**src/design/i2a_pkg.sv**
```systemverilog
// Shared widths, command codes and the digit-to-ASCII function for the formatter.
package i2a_pkg;

    localparam int VAL_W      = 32;
    localparam int CMD_W      = 2;
    localparam int CHAR_W     = 8;
    localparam int DIG_W      = 4;
    localparam int BCD_DIGITS = 10;
    localparam int BCD_W      = BCD_DIGITS * DIG_W;
    localparam int CNT_W      = $clog2(BCD_DIGITS + 1);
    localparam int STEP_W     = $clog2(VAL_W + 1);
    localparam int BYTE_W     = 8;

    localparam logic [CMD_W-1:0] CMD_UDEC = 2'd0;
    localparam logic [CMD_W-1:0] CMD_SDEC = 2'd1;
    localparam logic [CMD_W-1:0] CMD_HEX  = 2'd2;
    localparam logic [CMD_W-1:0] CMD_BYTE = 2'd3;

    localparam logic [CHAR_W-1:0] CH_ZERO  = 8'h30;
    localparam logic [CHAR_W-1:0] CH_ALPHA = 8'h37;
    localparam logic [CHAR_W-1:0] CH_MINUS = 8'h2D;
    localparam logic [CHAR_W-1:0] CH_X     = 8'h78;

    function automatic logic [CHAR_W-1:0] digit_char(input logic [DIG_W-1:0] d);
        logic [CHAR_W-1:0] ext;
        ext = {{(CHAR_W-DIG_W){1'b0}}, d};
        return (d <= 4'd9) ? (CH_ZERO + ext) : (CH_ALPHA + ext);
    endfunction

endpackage

```
**src/design/i2a_dabble.sv**
```systemverilog
// Shift-and-add-3 binary to BCD converter, one bit per cycle.
module i2a_dabble (
    input  logic                       clk,
    input  logic                       rst_n,
    input  logic                       start,
    input  logic [i2a_pkg::VAL_W-1:0]  bin,
    output logic                       done,
    output logic [i2a_pkg::BCD_W-1:0]  bcd
);
    import i2a_pkg::*;

    logic [VAL_W-1:0]  bin_reg, bin_next;
    logic [BCD_W-1:0]  bcd_reg, bcd_next;
    logic [STEP_W-1:0] step_reg, step_next;
    logic              busy_reg, busy_next;
    logic              done_reg, done_next;
    logic [BCD_W-1:0]  adj;

    always_comb
    begin
        adj = bcd_reg;
        for (int i = 0; i < BCD_DIGITS; i++)
        begin
            if (adj[i*DIG_W +: DIG_W] >= 4'd5)
            begin
                adj[i*DIG_W +: DIG_W] = adj[i*DIG_W +: DIG_W] + 4'd3;
            end
        end
    end

    always_comb
    begin
        bin_next  = bin_reg;
        bcd_next  = bcd_reg;
        step_next = step_reg;
        busy_next = busy_reg;
        done_next = 1'b0;
        if (start)
        begin
            bin_next  = bin;
            bcd_next  = '0;
            step_next = STEP_W'(VAL_W);
            busy_next = 1'b1;
        end
        else if (busy_reg)
        begin
            bcd_next  = {adj[BCD_W-2:0], bin_reg[VAL_W-1]};
            bin_next  = {bin_reg[VAL_W-2:0], 1'b0};
            step_next = step_reg - 1'b1;
            if (step_reg == STEP_W'(1))
            begin
                busy_next = 1'b0;
                done_next = 1'b1;
            end
        end
    end

    always_ff @(posedge clk or negedge rst_n)
    begin
        if (!rst_n)
        begin
            step_reg <= '0;
            busy_reg <= 1'b0;
            done_reg <= 1'b0;
        end
        else
        begin
            step_reg <= step_next;
            busy_reg <= busy_next;
            done_reg <= done_next;
        end
    end

    always_ff @(posedge clk)
    begin
        bin_reg <= bin_next;
        bcd_reg <= bcd_next;
    end

    assign done = done_reg;
    assign bcd  = bcd_reg;

    a_done_after_busy: assert property (@(posedge clk) disable iff (!rst_n)
        done_reg |-> !busy_reg && $past(busy_reg))
        else $error("conversion done without a running conversion");

    a_busy_steps: assert property (@(posedge clk) disable iff (!rst_n)
        busy_reg |-> step_reg != '0)
        else $error("conversion busy with no steps left");

    a_done_pulse: assert property (@(posedge clk) disable iff (!rst_n)
        done_reg |=> !done_reg)
        else $error("conversion done held longer than one cycle");

endmodule

```
**src/design/integer_to_ascii_formatter.sv**
```systemverilog
// Top level: sequencer, digit buffer and output register of the ASCII formatter.
//
// channel | signals                              | direction
// in      | in_valid in_ready command value      | request in
//         | final_byte                           |
// out     | out_valid out_ready character last   | request out
//         | dump_end                             |
//
// One request at a time; in_ready is high only while the sequencer is idle.
// Decimal requests pass through the shared shift-and-add-3 converter, then drop
// each leading zero (up to 9), then push the digits, behind a minus sign when one
// is needed. Prefixed hex also drops leading zeros, byte hex keeps both digits.
// A stalled out_ready holds the sequencer; reset empties the output register.
module integer_to_ascii_formatter (
    input  logic                         clk,
    input  logic                         rst_n,
    input  logic                         in_valid,
    output logic                         in_ready,
    input  logic [i2a_pkg::CMD_W-1:0]    command,
    input  logic [i2a_pkg::VAL_W-1:0]    value,
    input  logic                         final_byte,
    output logic                         out_valid,
    input  logic                         out_ready,
    output logic [i2a_pkg::CHAR_W-1:0]   character,
    output logic                         last,
    output logic                         dump_end
);
    import i2a_pkg::*;

    localparam logic [2:0] S_IDLE = 3'd0;
    localparam logic [2:0] S_CONV = 3'd1;
    localparam logic [2:0] S_SKIP = 3'd2;
    localparam logic [2:0] S_PRE  = 3'd3;
    localparam logic [2:0] S_EMIT = 3'd4;

    logic [2:0]        state_reg, state_next;
    logic [CMD_W-1:0]  cmd_reg, cmd_next;
    logic              dump_reg, dump_next;
    logic [1:0]        pre_reg, pre_next;
    logic [CNT_W-1:0]  cnt_reg, cnt_next;
    logic [BCD_W-1:0]  dig_reg, dig_next;

    logic              out_valid_reg;
    logic [CHAR_W-1:0] char_reg;
    logic              last_reg;
    logic              dump_end_reg;

    logic              accept;
    logic              can_push;
    logic              push;
    logic [CHAR_W-1:0] push_char;
    logic              push_last;
    logic              push_dump;
    logic              dab_start;
    logic [VAL_W-1:0]  dab_bin;
    logic              dab_done;
    logic [BCD_W-1:0]  dab_bcd;
    logic [DIG_W-1:0]  top_dig;

    assign in_ready = (state_reg == S_IDLE);
    assign accept   = in_valid && in_ready;
    assign can_push = !out_valid_reg || out_ready;
    assign top_dig  = dig_reg[BCD_W-1 -: DIG_W];

    assign dab_start = accept && (command == CMD_UDEC || command == CMD_SDEC);
    assign dab_bin   = (command == CMD_SDEC && value[VAL_W-1]) ? (VAL_W'(0) - value) : value;

    i2a_dabble u_dabble (
        .clk   (clk),
        .rst_n (rst_n),
        .start (dab_start),
        .bin   (dab_bin),
        .done  (dab_done),
        .bcd   (dab_bcd)
    );

    always_comb
    begin
        state_next = state_reg;
        cmd_next   = cmd_reg;
        dump_next  = dump_reg;
        pre_next   = pre_reg;
        cnt_next   = cnt_reg;
        dig_next   = dig_reg;
        push       = 1'b0;
        push_char  = digit_char(top_dig);
        push_last  = 1'b0;
        push_dump  = 1'b0;
        unique case (state_reg)
            S_IDLE:
            begin
                if (accept)
                begin
                    cmd_next  = command;
                    dump_next = (command == CMD_BYTE) && final_byte;
                    unique case (command)
                        CMD_UDEC:
                        begin
                            pre_next   = 2'd0;
                            state_next = S_CONV;
                        end
                        CMD_SDEC:
                        begin
                            pre_next   = value[VAL_W-1] ? 2'd1 : 2'd0;
                            state_next = S_CONV;
                        end
                        CMD_HEX:
                        begin
                            pre_next   = 2'd2;
                            dig_next   = {value, {(BCD_W-VAL_W){1'b0}}};
                            cnt_next   = CNT_W'(VAL_W / DIG_W);
                            state_next = S_SKIP;
                        end
                        default:
                        begin
                            pre_next   = 2'd0;
                            dig_next   = {value[BYTE_W-1:0], {(BCD_W-BYTE_W){1'b0}}};
                            cnt_next   = CNT_W'(BYTE_W / DIG_W);
                            state_next = S_SKIP;
                        end
                    endcase
                end
            end
            S_CONV:
            begin
                if (dab_done)
                begin
                    dig_next   = dab_bcd;
                    cnt_next   = CNT_W'(BCD_DIGITS);
                    state_next = S_SKIP;
                end
            end
            S_SKIP:
            begin
                if (top_dig == '0 && cnt_reg > CNT_W'(1) && cmd_reg != CMD_BYTE)
                begin
                    dig_next = {dig_reg[BCD_W-DIG_W-1:0], {DIG_W{1'b0}}};
                    cnt_next = cnt_reg - 1'b1;
                end
                else
                begin
                    state_next = (pre_reg != 2'd0) ? S_PRE : S_EMIT;
                end
            end
            S_PRE:
            begin
                if (cmd_reg == CMD_HEX)
                begin
                    push_char = (pre_reg == 2'd2) ? CH_ZERO : CH_X;
                end
                else
                begin
                    push_char = CH_MINUS;
                end
                if (can_push)
                begin
                    push     = 1'b1;
                    pre_next = pre_reg - 1'b1;
                    if (pre_reg == 2'd1)
                    begin
                        state_next = S_EMIT;
                    end
                end
            end
            S_EMIT:
            begin
                push_last = (cnt_reg == CNT_W'(1));
                push_dump = push_last && dump_reg;
                if (can_push)
                begin
                    push     = 1'b1;
                    dig_next = {dig_reg[BCD_W-DIG_W-1:0], {DIG_W{1'b0}}};
                    cnt_next = cnt_reg - 1'b1;
                    if (push_last)
                    begin
                        state_next = S_IDLE;
                    end
                end
            end
            default:
            begin
                state_next = S_IDLE;
            end
        endcase
    end

    always_ff @(posedge clk or negedge rst_n)
    begin
        if (!rst_n)
        begin
            state_reg     <= S_IDLE;
            out_valid_reg <= 1'b0;
        end
        else
        begin
            state_reg <= state_next;
            if (push)
            begin
                out_valid_reg <= 1'b1;
            end
            else if (out_ready)
            begin
                out_valid_reg <= 1'b0;
            end
        end
    end

    always_ff @(posedge clk)
    begin
        cmd_reg  <= cmd_next;
        dump_reg <= dump_next;
        pre_reg  <= pre_next;
        cnt_reg  <= cnt_next;
        dig_reg  <= dig_next;
        if (push)
        begin
            char_reg     <= push_char;
            last_reg     <= push_last;
            dump_end_reg <= push_dump;
        end
    end

    assign out_valid = out_valid_reg;
    assign character = char_reg;
    assign last      = last_reg;
    assign dump_end  = dump_end_reg;

    a_done_in_conv: assert property (@(posedge clk) disable iff (!rst_n)
        dab_done |-> state_reg == S_CONV)
        else $error("converter finished outside the conversion state");

    a_emit_count: assert property (@(posedge clk) disable iff (!rst_n)
        state_reg == S_EMIT |-> cnt_reg != '0)
        else $error("emitting with no digits left");

    a_last_to_idle: assert property (@(posedge clk) disable iff (!rst_n)
        push && push_last |=> state_reg == S_IDLE)
        else $error("last character pushed without returning to idle");

    a_no_push_busy_out: assert property (@(posedge clk) disable iff (!rst_n)
        push |-> can_push && (state_reg == S_PRE || state_reg == S_EMIT))
        else $error("character pushed over a held output");

endmodule
```
**config.mk**
```make
export PLATFORM = sky130hd
export DESIGN_NAME = integer_to_ascii_formatter
export DESIGN_NICKNAME = d
export VERILOG_FILES = /design/src/design/i2a_pkg.sv /design/src/design/i2a_dabble.sv /design/src/design/integer_to_ascii_formatter.sv
export SDC_FILE = /design/constraint.sdc
export NUM_CORES = 1
export LEC_CHECK = 0
export BUFFER_PORTS_ARGS = -buffer_cell sky130_fd_sc_hd__buf_2
export CAP_MARGIN = 20
export CELL_PAD_IN_SITES_DETAIL_PLACEMENT = 1
export CELL_PAD_IN_SITES_GLOBAL_PLACEMENT = 1
export CORE_UTILIZATION = 49
export CTS_CLUSTER_SIZE = 14
export DETAILED_ROUTE_END_ITERATION = 7
export GPL_ROUTABILITY_DRIVEN = 0
export GPL_TIMING_DRIVEN = 0
export MAX_ROUTING_LAYER = met4
export PLACE_DENSITY = 0.85
export SETUP_SLACK_MARGIN = 0.3
export SLEW_MARGIN = 30
export SYNTH_ARGS = -nofsm -noshare
export SYNTH_HDL_FRONTEND = slang
export SYNTH_HIERARCHICAL = 1
export SYNTH_SLANG_ARGS = --single-unit
```
**constraint.sdc**
```tcl
create_clock -name clk -period 4.7 [get_ports clk]
set_input_delay 0.94 -clock clk [delete_from_list [all_inputs] [get_ports clk]]
set_output_delay 0.94 -clock clk [all_outputs]
set_load 0.05 [all_outputs]
```
==> metrics.txt, run 1 <==
# TYPE chip_impl_metric gauge
chip_impl_info{name="run_status",value="complete, no violations"} 1
chip_impl_metric{name="cts_resized",unit=""} 0
chip_impl_metric{name="mapped_avg_cell_area",unit="um^2"} 10.16
chip_impl_metric{name="grt_pass1_wl",unit="mm"} 40.45
chip_impl_metric{name="cts_inserted_buffers",unit=""} 17
chip_impl_metric{name="finalMaxSlewViolations",unit=""} 0
chip_impl_metric{name="worst_skew_pair.late_latency",unit="ns"} 0.43
chip_impl_info{name="clockRootBuffer",value="sky130_fd_sc_hd__clkbuf_16"} 1
chip_impl_metric{name="synthesis.area",unit="um^2"} 8342
chip_impl_metric{name="wire_per_inst",unit="um"} 23.39
chip_impl_metric{name="via_count",unit=""} 7128
chip_impl_metric{name="aggregate_global_routing_overflow",unit=""} 0
chip_impl_info{name="setup.worst_path.class",value="reg -> reg"} 1
chip_impl_info{name="cp-start-kind",value="flip-flop"} 1
chip_impl_metric{name="async_reset_ff_share",unit="%"} 8.451
chip_impl_metric{name="ff2ff_setup_slack",unit="ns"} 0.94
chip_impl_info{name="commonest_non_fill_non_tap_cells_in_the_layout",value="sky130_fd_sc_hd__edfxtp_1, sky130_fd_sc_hd__inv_1, sky130_fd_sc_hd__buf_2, sky130_fd_sc_hd__nor2_1, sky130_fd_sc_hd__nand2_1"} 1
chip_impl_metric{name="layout.nets",unit=""} 964
chip_impl_metric{name="ir_worst_vdd",unit="V"} 0.0003915
chip_impl_metric{name="post_route_skew",unit="ns"} 0.007498
chip_impl_metric{name="routed-wl-met2",unit="mm"} 13.01
chip_impl_metric{name="ys_seq_area_share",unit="%"} 45.60
chip_impl_metric{name="routed_wl",unit="mm"} 26.27
chip_impl_metric{name="detail_route.first_pass.iterations",unit=""} 5
chip_impl_metric{name="leakage",unit="nW"} 3.887
chip_impl_metric{name="gr-usage-all-layers",unit="%"} 31.11
chip_impl_metric{name="placedCellCount",unit=""} 1091
chip_impl_metric{name="report.final.hold_viol_count",unit=""} 0
chip_impl_metric{name="total_length_of_routed_met3_wires",unit="mm"} 1.566
chip_impl_metric{name="fin_cells",unit=""} 1123
chip_impl_metric{name="ctsHoldBuffers",unit=""} 0
chip_impl_metric{name="netlist-cell-type-count",unit=""} 66
chip_impl_metric{name="area_growth",unit="%"} 13.69
chip_impl_metric{name="chipWidth",unit="um"} 132.5
chip_impl_metric{name="post-route-drc-count",unit=""} 0
chip_impl_metric{name="post_synth_inst_count",unit=""} 821
chip_impl_metric{name="timing.slew.headroom",unit="%"} 40.86
chip_impl_metric{name="p_int",unit="mW"} 4.270
chip_impl_metric{name="drt_iter0_drc",unit=""} 660
chip_impl_info{name="cts_tree",value="done"} 1
chip_impl_info{name="r2r_end",value="u_dabble/bin_reg[9]$_DFFE_PP_"} 1
chip_impl_metric{name="boundaryPins",unit=""} 51
chip_impl_metric{name="row_count",unit=""} 47
chip_impl_metric{name="vias_in_the_first_global_route",unit=""} 7393
chip_impl_info{name="route.top_layer_used",value="met4"} 1
chip_impl_metric{name="ff2ff_path_depth",unit=""} 9
chip_impl_metric{name="layout.core_utilization",unit="%"} 57.19
chip_impl_metric{name="power.sequential.fraction",unit="%"} 36.8
chip_impl_metric{name="clock_path_buffers",unit=""} 2
chip_impl_metric{name="synth_warnings",unit=""} 6
chip_impl_metric{name="required",unit="ns"} 4.76
chip_impl_metric{name="timing.final.crit_period",unit="ns"} 3.764
chip_impl_metric{name="worstMarginPinSlew",unit="ns"} 0.8760
chip_impl_metric{name="antenna_found_initial",unit=""} 0
chip_impl_metric{name="port_buffers",unit=""} 48
chip_impl_metric{name="share_comb_of_total_power",unit="%"} 45.2
chip_impl_metric{name="clock_sinks",unit=""} 142
chip_impl_metric{name="min_period_over_period",unit="%"} 80.08
chip_impl_info{name="critical_path.reg2reg.startpoint",value="state_reg[1]$_DFFE_PN0P_"} 1
chip_impl_info{name="layout_commonest_cell",value="sky130_fd_sc_hd__edfxtp_1"} 1
chip_impl_metric{name="clkPwrFrac",unit="%"} 17.9
chip_impl_metric{name="dpl.hpwl",unit="mm"} 17.47
chip_impl_metric{name="antenna_left",unit=""} 0
chip_impl_metric{name="final_layout_size_suffix_gt1_share",unit="%"} 20.38
chip_impl_metric{name="dieArea",unit="um^2"} 17550
chip_impl_metric{name="post-cts-setup-buffer-count",unit=""} 0
chip_impl_info{name="rsz_0062_raised_after_global_routing",value="no"} 1
chip_impl_metric{name="route.layer.met1.wl",unit="mm"} 10.87
chip_impl_metric{name="clock_h_tree_levels",unit=""} 4
chip_impl_metric{name="worst_hold_slack",unit="ns"} 0.3960
chip_impl_metric{name="worst_ep_arrival_time",unit="ns"} 3.82
chip_impl_metric{name="start_util",unit="%"} 50.30
chip_impl_metric{name="synth_edf_count",unit=""} 90
chip_impl_info{name="synth_ff_type",value="sky130_fd_sc_hd__edfxtp_1"} 1
chip_impl_metric{name="cap_viol_max_count",unit=""} 0
chip_impl_metric{name="power_switching",unit="mW"} 3.042
chip_impl_metric{name="routed_via_density",unit=""} 6.347
chip_impl_metric{name="fraction_of_power_spent_switching_nets",unit="%"} 41.60
chip_impl_info{name="endpoint_kind",value="flip-flop"} 1
chip_impl_metric{name="crit_path_max_fanout",unit=""} 32
chip_impl_metric{name="dieHeight",unit="um"} 132.5
chip_impl_metric{name="core-area",unit="um^2"} 16580
chip_impl_metric{name="largest_net_degree_at_the_start_of_global_routing",unit=""} 33
chip_impl_metric{name="synth_nets",unit=""} 895
chip_impl_metric{name="setup_violations",unit=""} 0
chip_impl_metric{name="p_per_area",unit="nW/um^2"} 770.9
chip_impl_info{name="hold_class",value="in -> async"} 1
chip_impl_metric{name="max_freq",unit="GHz"} 0.2657
chip_impl_metric{name="clkTransAtPathRegs",unit="ns"} 0.06
chip_impl_metric{name="synth-seq-cells",unit=""} 142
chip_impl_metric{name="antenna-diode-count",unit=""} 0
[worst max-delay path, cell delays in order (launching register included)]
cell                      delay [ns]
sky130_fd_sc_hd__dfrtp_1        0.35
sky130_fd_sc_hd__buf_2          0.17
sky130_fd_sc_hd__buf_1          0.25
sky130_fd_sc_hd__nor2_1         0.53
sky130_fd_sc_hd__nand2_1        0.23
sky130_fd_sc_hd__nor2_1         0.47
sky130_fd_sc_hd__buf_2          0.33
sky130_fd_sc_hd__buf_2          0.34
sky130_fd_sc_hd__nor2_1         0.13
sky130_fd_sc_hd__inv_2          0.56
[through the flow]
step / power (mW) / worst slack, ns / setup TNS [ns] / area (um^2)
2_1_floorplan: 4.834 / 0.6085 / 0 / 8342
3_3_place_gp: 5.597 / -0.7729 / -33.84 / 8857
3_5_place_dp: 5.851 / 0.9667 / 0 / 8924
4_1_cts: 7.251 / 0.9672 / 0 / 9479
5_1_grt: 7.656 / 0.7447 / 0 / 9484
6_report: 7.311 / 0.9363 / 0 / 9484
[layer usage]
metal,global-route usage (%),vias up
li1,-,3189
met1,36.84,3550
met2,52.28,319
met3,5.594,70
met4,12.71,0
met5,-,-
[area by class of cell]
class	instances	area (um^2)
Clock inverter	14	126.4
Tap cell	220	275.3
Sequential cell	142	3804
Clock buffer	18	429.2
Multi-Input combinational cell	549	4024
Timing Repair Buffer	50	295.3
Inverter	86	322.8
Buffer	44	207.7
Fill cell	1839	7099
[logic make-up (layout without fill, tap and decap cells)]
logic type	after synthesis	after routing	share of synthesized area, %
DFF	142	142	45.60
buffers and inverters	130	212	6.360
xor gates and xnor gates	40	40	4.200
muxes	48	48	6.345
and+or+nand+nor	199	199	12.51
adders and majority gates	35	35	5.250
AOI/OAI and AO/OA	226	226	19.69
other	1	1	0.04495
[worst max path at each step]
stage                                  start                              to  slack, ns  cells after the start
floorplan                         command[1]            cnt_reg[0]$_DFFE_PP_       0.61                      5
detailed placement                command[1]  u_dabble/bin_reg[14]$_DFFE_PP_       0.97                      9
global placement                  command[1]           dig_reg[19]$_DFFE_PP_      -0.77                      6
finish              state_reg[1]$_DFFE_PN0P_   u_dabble/bin_reg[9]$_DFFE_PP_       0.94                      9
CTS                 state_reg[1]$_DFFE_PN0P_   u_dabble/bin_reg[6]$_DFFE_PP_       0.97                      9
global route        state_reg[1]$_DFFE_PN0P_   u_dabble/bin_reg[9]$_DFFE_PP_       0.74                      9
[Yosys cell counts, types with 11 or more instances]
master	instances	area (um^2)
sky130_fd_sc_hd__clkbuf_1	16	60.06
sky130_fd_sc_hd__nor2_1	48	180.2
sky130_fd_sc_hd__xnor2_1	19	166.4
sky130_fd_sc_hd__inv_1	85	319.1
sky130_fd_sc_hd__nand4_1	11	68.82
sky130_fd_sc_hd__dfxtp_1	40	800.8
sky130_fd_sc_hd__a21oi_1	41	205.2
sky130_fd_sc_hd__buf_2	22	110.1
sky130_fd_sc_hd__mux2_2	39	439.2
sky130_fd_sc_hd__edfxtp_1	90	2703
sky130_fd_sc_hd__a21bo_2	14	140.1
sky130_fd_sc_hd__nand2_1	46	172.7
sky130_fd_sc_hd__nand3_1	14	70.07
sky130_fd_sc_hd__or3_1	12	75.07
sky130_fd_sc_hd__a31oi_1	12	75.07
sky130_fd_sc_hd__dfrtp_1	12	300.3
sky130_fd_sc_hd__nor3_1	23	115.1
sky130_fd_sc_hd__xor2_1	21	183.9
sky130_fd_sc_hd__a222oi_1	24	240.2
sky130_fd_sc_hd__ha_1	35	437.9
sky130_fd_sc_hd__o21ai_1	16	80.08
sky130_fd_sc_hd__o21ai_0	39	195.2
[power groups by stage]
stage / Clock (mW) / Combinational, mW / Sequential (mW)
final: 1.31 / 3.31 / 2.69
after global routing: 1.36 / 3.54 / 2.75
after CTS: 1.32 / 3.26 / 2.68
after detailed placement: 0 / 3.17 / 2.68
after global placement: 0 / 2.92 / 2.68
after floorplan: 0 / 2.22 / 2.61
(Power assumes the default switching activity.)
==> run 2, diff against run 1 <==
==> constraint.sdc (replaced) <==
create_clock -name clk -period 3.5 [get_ports clk]
set_input_delay 0.7 -clock clk [delete_from_list [all_inputs] [get_ports clk]]
set_output_delay 0.7 -clock clk [all_outputs]
set_load 0.05 [all_outputs]
==> run 2 against run 1 <==
Compared with the run above:
- non-clock buffer count unchanged
- largest cell class unchanged
- largest power group unchanged
- critical path type unchanged
- global-route usage up 0.74 points
- combinational power up 35%
==> metrics.txt, run 2 (synthesis results as in run 1) <==
# TYPE chip_impl_metric gauge
chip_impl_metric{name="p_int",unit="mW"} 5.821
chip_impl_metric{name="aggregate_global_routing_overflow",unit=""} 0
chip_impl_metric{name="dieHeight",unit="um"} 132.5
chip_impl_metric{name="grt_pass1_wl",unit="mm"} 41.68
chip_impl_metric{name="routed_via_density",unit=""} 6.386
chip_impl_info{name="endpoint_kind",value="flip-flop"} 1
chip_impl_info{name="layout_commonest_cell",value="sky130_fd_sc_hd__edfxtp_1"} 1
chip_impl_metric{name="post-cts-setup-buffer-count",unit=""} 0
chip_impl_metric{name="gr-usage-all-layers",unit="%"} 31.85
chip_impl_info{name="run_status",value="complete, no violations"} 1
chip_impl_info{name="critical-path-top-delay-family",value="buffers and inverters"} 1
chip_impl_info{name="commonest_non_fill_non_tap_cells_in_the_layout",value="sky130_fd_sc_hd__edfxtp_1, sky130_fd_sc_hd__inv_1, sky130_fd_sc_hd__buf_2, sky130_fd_sc_hd__nor2_1, sky130_fd_sc_hd__nand2_1"} 1
chip_impl_metric{name="ff2ff_path_depth",unit=""} 9
chip_impl_metric{name="layout.nets",unit=""} 964
chip_impl_metric{name="row_count",unit=""} 47
chip_impl_metric{name="clkTransAtPathRegs",unit="ns"} 0.07
chip_impl_info{name="slowest_stage",value="sky130_fd_sc_hd__dfrtp_1"} 1
chip_impl_info{name="setup.worst_path.class",value="reg -> reg"} 1
chip_impl_metric{name="report.final.hold_viol_count",unit=""} 0
chip_impl_metric{name="critPathMaxStageDelay",unit="ns"} 0.36
chip_impl_metric{name="timing.slew.headroom",unit="%"} 42.71
chip_impl_metric{name="n_fill_cell",unit=""} 1842
chip_impl_metric{name="worst_ep_arrival_time",unit="ns"} 3.20
chip_impl_metric{name="max_freq",unit="GHz"} 0.3233
chip_impl_info{name="cp-start-kind",value="flip-flop"} 1
chip_impl_metric{name="post_route_skew",unit="ns"} 0.01360
chip_impl_metric{name="antenna-diode-count",unit=""} 0
chip_impl_metric{name="post-route-drc-count",unit=""} 0
chip_impl_info{name="cts_tree",value="done"} 1
chip_impl_info{name="clockRootBuffer",value="sky130_fd_sc_hd__clkbuf_16"} 1
chip_impl_metric{name="core-area",unit="um^2"} 16580
chip_impl_info{name="crit_path_end",value="u_dabble/bin_reg[10]$_DFFE_PP_"} 1
chip_impl_metric{name="worst_skew_pair.late_latency",unit="ns"} 0.44
chip_impl_metric{name="vias_in_the_first_global_route",unit=""} 7403
chip_impl_metric{name="required",unit="ns"} 3.60
chip_impl_info{name="crit_top_cell",value="sky130_fd_sc_hd__buf_2"} 1
chip_impl_metric{name="routed_wl",unit="mm"} 26.55
chip_impl_info{name="critical_path.reg2reg.startpoint",value="state_reg[1]$_DFFE_PN0P_"} 1
chip_impl_metric{name="clock_h_tree_levels",unit=""} 4
chip_impl_info{name="hold_class",value="in -> async"} 1
chip_impl_metric{name="crit_path_max_fanout",unit=""} 32
chip_impl_metric{name="layout.core_utilization",unit="%"} 57.51
chip_impl_metric{name="chipWidth",unit="um"} 132.5
chip_impl_metric{name="p_per_area",unit="nW/um^2"} 1045
chip_impl_metric{name="timing.final.crit_period",unit="ns"} 3.093
chip_impl_metric{name="largest_net_degree_at_the_start_of_global_routing",unit=""} 33
chip_impl_metric{name="power.sequential.fraction",unit="%"} 36.3
chip_impl_metric{name="clock_path_buffers",unit=""} 2
chip_impl_metric{name="placedCellCount",unit=""} 1091
chip_impl_metric{name="drt_iter0_drc",unit=""} 763
chip_impl_metric{name="area_growth",unit="%"} 14.34
chip_impl_metric{name="fin_cells",unit=""} 1123
chip_impl_metric{name="clock_sinks",unit=""} 142
chip_impl_info{name="critical_path.cell_chain",value="buf_2, buf_1, nor2_4, nand2_1, nor2_2, buf_2, buf_2, nor2_1, inv_6"} 1
chip_impl_metric{name="start_util",unit="%"} 50.30
chip_impl_metric{name="clkPwrFrac",unit="%"} 18.8
chip_impl_metric{name="min_period_over_period",unit="%"} 88.38
chip_impl_metric{name="boundaryPins",unit=""} 51
chip_impl_metric{name="port_buffers",unit=""} 48
chip_impl_metric{name="ctsHoldBuffers",unit=""} 0
chip_impl_metric{name="fraction_of_power_spent_switching_nets",unit="%"} 41.61
chip_impl_metric{name="finalMaxSlewViolations",unit=""} 0
chip_impl_metric{name="ff2ff_setup_slack",unit="ns"} 0.41
chip_impl_info{name="r2r_end",value="u_dabble/bin_reg[10]$_DFFE_PP_"} 1
chip_impl_metric{name="ir_worst_vdd",unit="V"} 0.0004866
chip_impl_metric{name="leakage",unit="nW"} 3.909
chip_impl_metric{name="wire_per_inst",unit="um"} 23.64
chip_impl_metric{name="via_count",unit=""} 7171
chip_impl_metric{name="power_switching",unit="mW"} 4.147
chip_impl_metric{name="antenna_left",unit=""} 0
chip_impl_metric{name="cap_viol_max_count",unit=""} 0
chip_impl_metric{name="worst-path-buf-inv",unit=""} 5
chip_impl_metric{name="setup_violations",unit=""} 0
chip_impl_metric{name="dieArea",unit="um^2"} 17550
chip_impl_metric{name="antenna_found_initial",unit=""} 0
chip_impl_metric{name="critical_path_cell_count",unit=""} 9
chip_impl_metric{name="share_comb_of_total_power",unit="%"} 44.8
chip_impl_metric{name="dpl.hpwl",unit="mm"} 18.03
chip_impl_metric{name="cts_inserted_buffers",unit=""} 17
chip_impl_info{name="rsz_0062_raised_after_global_routing",value="no"} 1
chip_impl_metric{name="detail_route.first_pass.iterations",unit=""} 6
chip_impl_info{name="startpoint",value="state_reg[1]$_DFFE_PN0P_"} 1
chip_impl_metric{name="final_layout_size_suffix_gt1_share",unit="%"} 20.71
chip_impl_metric{name="worstMarginPinSlew",unit="ns"} 0.8485
run 2: worst min path at each step:
stage          cells after the start  slack [ns]                     startpoint                             to
3_5_place_dp                       2        0.50  u_dabble/bcd[39]$_SDFFE_PP0P_  u_dabble/bcd[39]$_SDFFE_PP0P_
5_1_grt                            1        0.17                          rst_n       state_reg[1]$_DFFE_PN0P_
4_1_cts                            1        0.16                          rst_n          out_valid$_DFFE_PN0P_
6_report                           1        0.15                          rst_n          out_valid$_DFFE_PN0P_
2_1_floorplan                      0        0.40                          rst_n          out_valid$_DFFE_PN0P_
3_3_place_gp                       2        0.49  u_dabble/bcd[39]$_SDFFE_PP0P_  u_dabble/bcd[39]$_SDFFE_PP0P_
run 2: cell type report:
class	instances	area [um^2]	area share, %
Multi-Input combinational cell	549	4034	42.29
Sequential cell	142	3804	39.88
Clock buffer	17	425.4	4.460
Inverter	86	327.8	3.437
Timing Repair Buffer	50	295.3	3.096
Tap cell	220	275.3	2.886
Buffer	44	207.7	2.178
Clock inverter	15	168.9	1.771
run 2: what timing repair did:
action / in CTS / in global routing
cloned: 0 / 0
gates resized for setup: 4 / 1
endpoints found under the setup margin: 54 / 32
run 2: metal layers:
layer / vias to the layer above / global-route usage, % / share of wire [%]
met5: - / - / 0
met2: 331 / 52.51 / 50
li1: 3189 / - / -
met4: 0 / 12.77 / 2.7
met1: 3586 / 39.31 / 41
met3: 65 / 4.713 / 6.4
run 2: worst reg2reg max path: cells and delay by family (launching register included):
kind,cells,cell delay (ns)
buffers and inverters,5,1.39
and+or+nand+nor,4,1.00
DFF,1,0.36
run 2: metrics by stage:
stage | total power, mW | worst slack, ns | hold slack (ns) | TNS [ns] | cell area, um^2
final | 9.968 | 0.4067 | 0.1496 | 0 | 9538
after global routing | 10.48 | 0.3361 | 0.1688 | 0 | 9538
after CTS | 9.884 | 0.3687 | 0.1558 | 0 | 9528
after detailed placement | 7.892 | -0.2431 | 0.4955 | -7.703 | 8924
after global placement | 7.498 | -0.5131 | 0.4854 | -33.66 | 8861
after floorplan | 6.483 | 0.5678 | 0.4044 | 0 | 8346
run 2: power by group through the flow:
stage | clock [mW] | sequential [mW] | combinational, mW
after floorplan | 0 | 3.50 | 2.99
final | 1.88 | 3.62 | 4.47
after global placement | 0 | 3.58 | 3.92
after global routing | 1.94 | 3.70 | 4.83
after detailed placement | 0 | 3.61 | 4.28
after CTS | 1.88 | 3.60 | 4.40
==> run 3, diff against run 2 <==
--- a/config.mk
+++ b/config.mk
@@ -5,17 +5,17 @@
 export SDC_FILE = /design/constraint.sdc
 export NUM_CORES = 1
 export LEC_CHECK = 0
-export BUFFER_PORTS_ARGS = -buffer_cell sky130_fd_sc_hd__buf_2
 export CAP_MARGIN = 20
 export CELL_PAD_IN_SITES_DETAIL_PLACEMENT = 1
 export CELL_PAD_IN_SITES_GLOBAL_PLACEMENT = 1
-export CORE_UTILIZATION = 49
+export CORE_UTILIZATION = 51
 export CTS_CLUSTER_SIZE = 14
 export DETAILED_ROUTE_END_ITERATION = 7
+export DONT_BUFFER_PORTS = 1
 export GPL_ROUTABILITY_DRIVEN = 0
 export GPL_TIMING_DRIVEN = 0
 export MAX_ROUTING_LAYER = met4
-export PLACE_DENSITY = 0.85
+export PLACE_DENSITY = 0.84
 export SETUP_SLACK_MARGIN = 0.3
 export SLEW_MARGIN = 30
 export SYNTH_ARGS = -nofsm -noshare
==> run 3 against run 2 <==
Compared with the run above:
- worst setup slack worse by 0.063 ns
- hold slack improved by 0.21 ns
- combinational power fell by 3%
- clock skew is 0.0043 ns lower
- first-iteration DRC count down 15%
- clock power grew 2%
- cell area fell by 2.0%
- critical path depth stayed put
- final cell count down 4.5%
- critical endpoint is now u_dabble/bin_reg[0]$_SDFFCE_PN0P_
- highest routed layer unchanged
==> metrics.txt, run 3 (synthesis results as in run 1) <==
# TYPE chip_impl_metric gauge
chip_impl_info{name="run_status",value="complete, no violations"} 1
chip_impl_metric{name="leakage",unit="nW"} 3.749
chip_impl_metric{name="setup_violations",unit=""} 0
chip_impl_metric{name="timing.final.crit_period",unit="ns"} 3.156
chip_impl_metric{name="final_layout_size_suffix_gt1_share",unit="%"} 16.36
chip_impl_metric{name="chipWidth",unit="um"} 129.9
chip_impl_metric{name="gr-usage-all-layers",unit="%"} 34.82
chip_impl_metric{name="vias_in_the_first_global_route",unit=""} 7532
chip_impl_metric{name="p_int",unit="mW"} 5.883
chip_impl_info{name="clockRootBuffer",value="sky130_fd_sc_hd__clkbuf_16"} 1
chip_impl_info{name="setup.worst_path.class",value="reg -> reg"} 1
chip_impl_metric{name="via_count",unit=""} 7198
chip_impl_metric{name="cap_viol_max_count",unit=""} 0
chip_impl_metric{name="clock_h_tree_levels",unit=""} 4
chip_impl_metric{name="regArea",unit="um^2"} 3804
chip_impl_metric{name="cts_inserted_buffers",unit=""} 17
chip_impl_metric{name="post-cts-setup-buffer-count",unit=""} 0
chip_impl_metric{name="aggregate_global_routing_overflow",unit=""} 0
chip_impl_info{name="hold_end",value="cmd_reg[0]$_DFFE_PP_"} 1
chip_impl_metric{name="ff2ff_path_depth",unit=""} 9
chip_impl_metric{name="area_growth",unit="%"} 12.10
chip_impl_info{name="critical_path.reg2reg.startpoint",value="state_reg[1]$_DFFE_PN0P_"} 1
chip_impl_metric{name="start_util",unit="%"} 52.32
chip_impl_metric{name="clock_sinks",unit=""} 142
chip_impl_info{name="r2r_end",value="u_dabble/bin_reg[0]$_SDFFCE_PN0P_"} 1
chip_impl_metric{name="dieHeight",unit="um"} 129.9
chip_impl_metric{name="detail_route.first_pass.iterations",unit=""} 7
chip_impl_metric{name="port_buffers",unit=""} 0
chip_impl_metric{name="timing.slew.headroom",unit="%"} 41.66
chip_impl_metric{name="boundaryPins",unit=""} 51
chip_impl_metric{name="share_comb_of_total_power",unit="%"} 43.2
chip_impl_info{name="endpoint_kind",value="flip-flop"} 1
chip_impl_metric{name="setup_ws",unit="ns"} 0.3438
chip_impl_metric{name="dp_worst_setup_slack",unit="ns"} -0.2502
chip_impl_metric{name="dieArea",unit="um^2"} 16870
chip_impl_info{name="cts_tree",value="done"} 1
chip_impl_metric{name="placedCellCount",unit=""} 1039
chip_impl_info{name="cp-start-kind",value="flip-flop"} 1
chip_impl_metric{name="antenna-diode-count",unit=""} 0
chip_impl_metric{name="worst_ep_arrival_time",unit="ns"} 3.25
chip_impl_metric{name="worst_skew_pair.late_latency",unit="ns"} 0.43
chip_impl_metric{name="ir_worst_vdd",unit="V"} 0.0004687
chip_impl_metric{name="min_delay_path_depth",unit=""} 0
chip_impl_metric{name="clock_path_buffers",unit=""} 2
chip_impl_metric{name="multi_input_logic_area",unit="um^2"} 4044
chip_impl_metric{name="max_freq",unit="GHz"} 0.3168
chip_impl_metric{name="finalMaxSlewViolations",unit=""} 0
chip_impl_metric{name="post_route_skew",unit="ns"} 0.009254
chip_impl_metric{name="clkTransAtPathRegs",unit="ns"} 0.06
chip_impl_metric{name="routed_wl",unit="mm"} 27.34
chip_impl_metric{name="clkPwrFrac",unit="%"} 19.1
chip_impl_info{name="hold_class",value="in -> reg"} 1
chip_impl_metric{name="power.sequential.fraction",unit="%"} 37.6
chip_impl_metric{name="row_count",unit=""} 46
chip_impl_metric{name="dpl.hpwl",unit="mm"} 18.09
chip_impl_metric{name="worst_hold_slack",unit="ns"} 0.3632
chip_impl_metric{name="fin_cells",unit=""} 1072
chip_impl_metric{name="report.final.hold_viol_count",unit=""} 0
chip_impl_metric{name="antenna_left",unit=""} 0
chip_impl_metric{name="routed_via_density",unit=""} 6.715
chip_impl_metric{name="min_period_over_period",unit="%"} 90.18
chip_impl_metric{name="grt_pass1_wl",unit="mm"} 42.10
chip_impl_metric{name="p_per_area",unit="nW/um^2"} 1073
chip_impl_metric{name="wire_per_inst",unit="um"} 25.51
chip_impl_metric{name="required",unit="ns"} 3.60
chip_impl_metric{name="drt_iter0_drc",unit=""} 648
chip_impl_metric{name="core-area",unit="um^2"} 15940
chip_impl_metric{name="largest_net_degree_at_the_start_of_global_routing",unit=""} 33
chip_impl_metric{name="layout.nets",unit=""} 917
chip_impl_metric{name="fraction_of_power_spent_switching_nets",unit="%"} 41.36
chip_impl_metric{name="power_switching",unit="mW"} 4.149
chip_impl_metric{name="post-route-drc-count",unit=""} 0
chip_impl_metric{name="crit_path_max_fanout",unit=""} 32
chip_impl_metric{name="n_fill_cell",unit=""} 1735
chip_impl_info{name="layout_commonest_cell",value="sky130_fd_sc_hd__edfxtp_1"} 1
chip_impl_metric{name="antenna_found_initial",unit=""} 0
chip_impl_info{name="rsz_0062_raised_after_global_routing",value="no"} 1
chip_impl_info{name="min_from",value="command[0]"} 1
chip_impl_info{name="commonest_non_fill_non_tap_cells_in_the_layout",value="sky130_fd_sc_hd__edfxtp_1, sky130_fd_sc_hd__inv_1, sky130_fd_sc_hd__nor2_1, sky130_fd_sc_hd__nand2_1"} 1
chip_impl_metric{name="worstMarginPinSlew",unit="ns"} 0.8704
chip_impl_metric{name="ff2ff_setup_slack",unit="ns"} 0.34
==> run 3: changes by cell type in the layout (fill, tap and decap cells not counted), moves of 2 or more <==
cell                        delta
sky130_fd_sc_hd__clkbuf_8      +2
sky130_fd_sc_hd__clkinv_1      -2
sky130_fd_sc_hd__inv_6         -3
sky130_fd_sc_hd__clkbuf_16     +3
sky130_fd_sc_hd__clkbuf_1      +2
sky130_fd_sc_hd__buf_2        -48
==> run 3: worst max path at each step <==
stage / start / endpoint / slack, ns / depth (start not counted)
floorplan: dig_reg[36]$_DFFE_PP_ / cnt_reg[0]$_DFFE_PP_ / 0.57 / 6
global placement: state_reg[1]$_DFFE_PN0P_ / u_dabble/bin_reg[13]$_DFFE_PP_ / -0.48 / 9
detailed placement: state_reg[1]$_DFFE_PN0P_ / u_dabble/bin_reg[16]$_DFFE_PP_ / -0.25 / 9
CTS: state_reg[1]$_DFFE_PN0P_ / u_dabble/bin_reg[0]$_SDFFCE_PN0P_ / 0.36 / 9
global route: state_reg[1]$_DFFE_PN0P_ / u_dabble/bin_reg[11]$_DFFE_PP_ / 0.30 / 9
finish: state_reg[1]$_DFFE_PN0P_ / u_dabble/bin_reg[0]$_SDFFCE_PN0P_ / 0.34 / 9
==> run 3: layer usage <==
layer	GRT usage, %	wire length (um)
met1	39.01	10460
met2	58.04	13560
met3	6.806	1951
met4	20.11	1379
met5	-	0
==> run 3: area by class of cell <==
class                      instances  area share [%]
timing repair buffer               3          0.6957
tap                              216           2.890
inverter                          86           3.505
multi-input combinational        549           43.24
buffer                            44           2.221
clock inverter                     8           1.044
sequential                       142           40.67
clock buffer                      24           5.727
==> run 3: through the flow <==
stage	util, %	area (um^2)	setup TNS, ns	power, mW
final	58.66	9351	0	10.03
after floorplan	-	8346	0	6.483
after global placement	54.04	8616	-31.47	7.306
after global routing	58.66	9351	0	10.54
after detailed placement	54.47	8683	-7.975	7.817
after CTS	58.59	9341	0	9.928
==> run 3: power groups by stage <==
| stage | sequential, mW | clock (mW) | combinational [mW] |
|---|---|---|---|
| after floorplan | 3.50 | 0 | 2.99 |
| after global placement | 3.70 | 0 | 3.61 |
| after detailed placement | 3.76 | 0 | 4.06 |
| after CTS | 3.75 | 1.94 | 4.24 |
| after global routing | 3.86 | 2.01 | 4.67 |
| final | 3.77 | 1.92 | 4.34 |
==> run 3: critical path, stage by stage, from the launching register on <==
cell and delay [ns]:
sky130_fd_sc_hd__dfrtp_1 0.37, sky130_fd_sc_hd__buf_2 0.18, sky130_fd_sc_hd__buf_1 0.28, sky130_fd_sc_hd__nor2_4 0.29
sky130_fd_sc_hd__nand2_1 0.23, sky130_fd_sc_hd__nor2_4 0.28, sky130_fd_sc_hd__buf_2 0.30, sky130_fd_sc_hd__buf_2 0.38
sky130_fd_sc_hd__nor2_1 0.20, sky130_fd_sc_hd__inv_6 0.28
==> run 3: what timing repair did <==
action | CTS | global route
hold buffers | 1 | 0
endpoints found under the setup margin | 74 | 32
cloned | 0 | 0
hold endpoints to repair | 12 | 0
resized for setup | 5 | 1
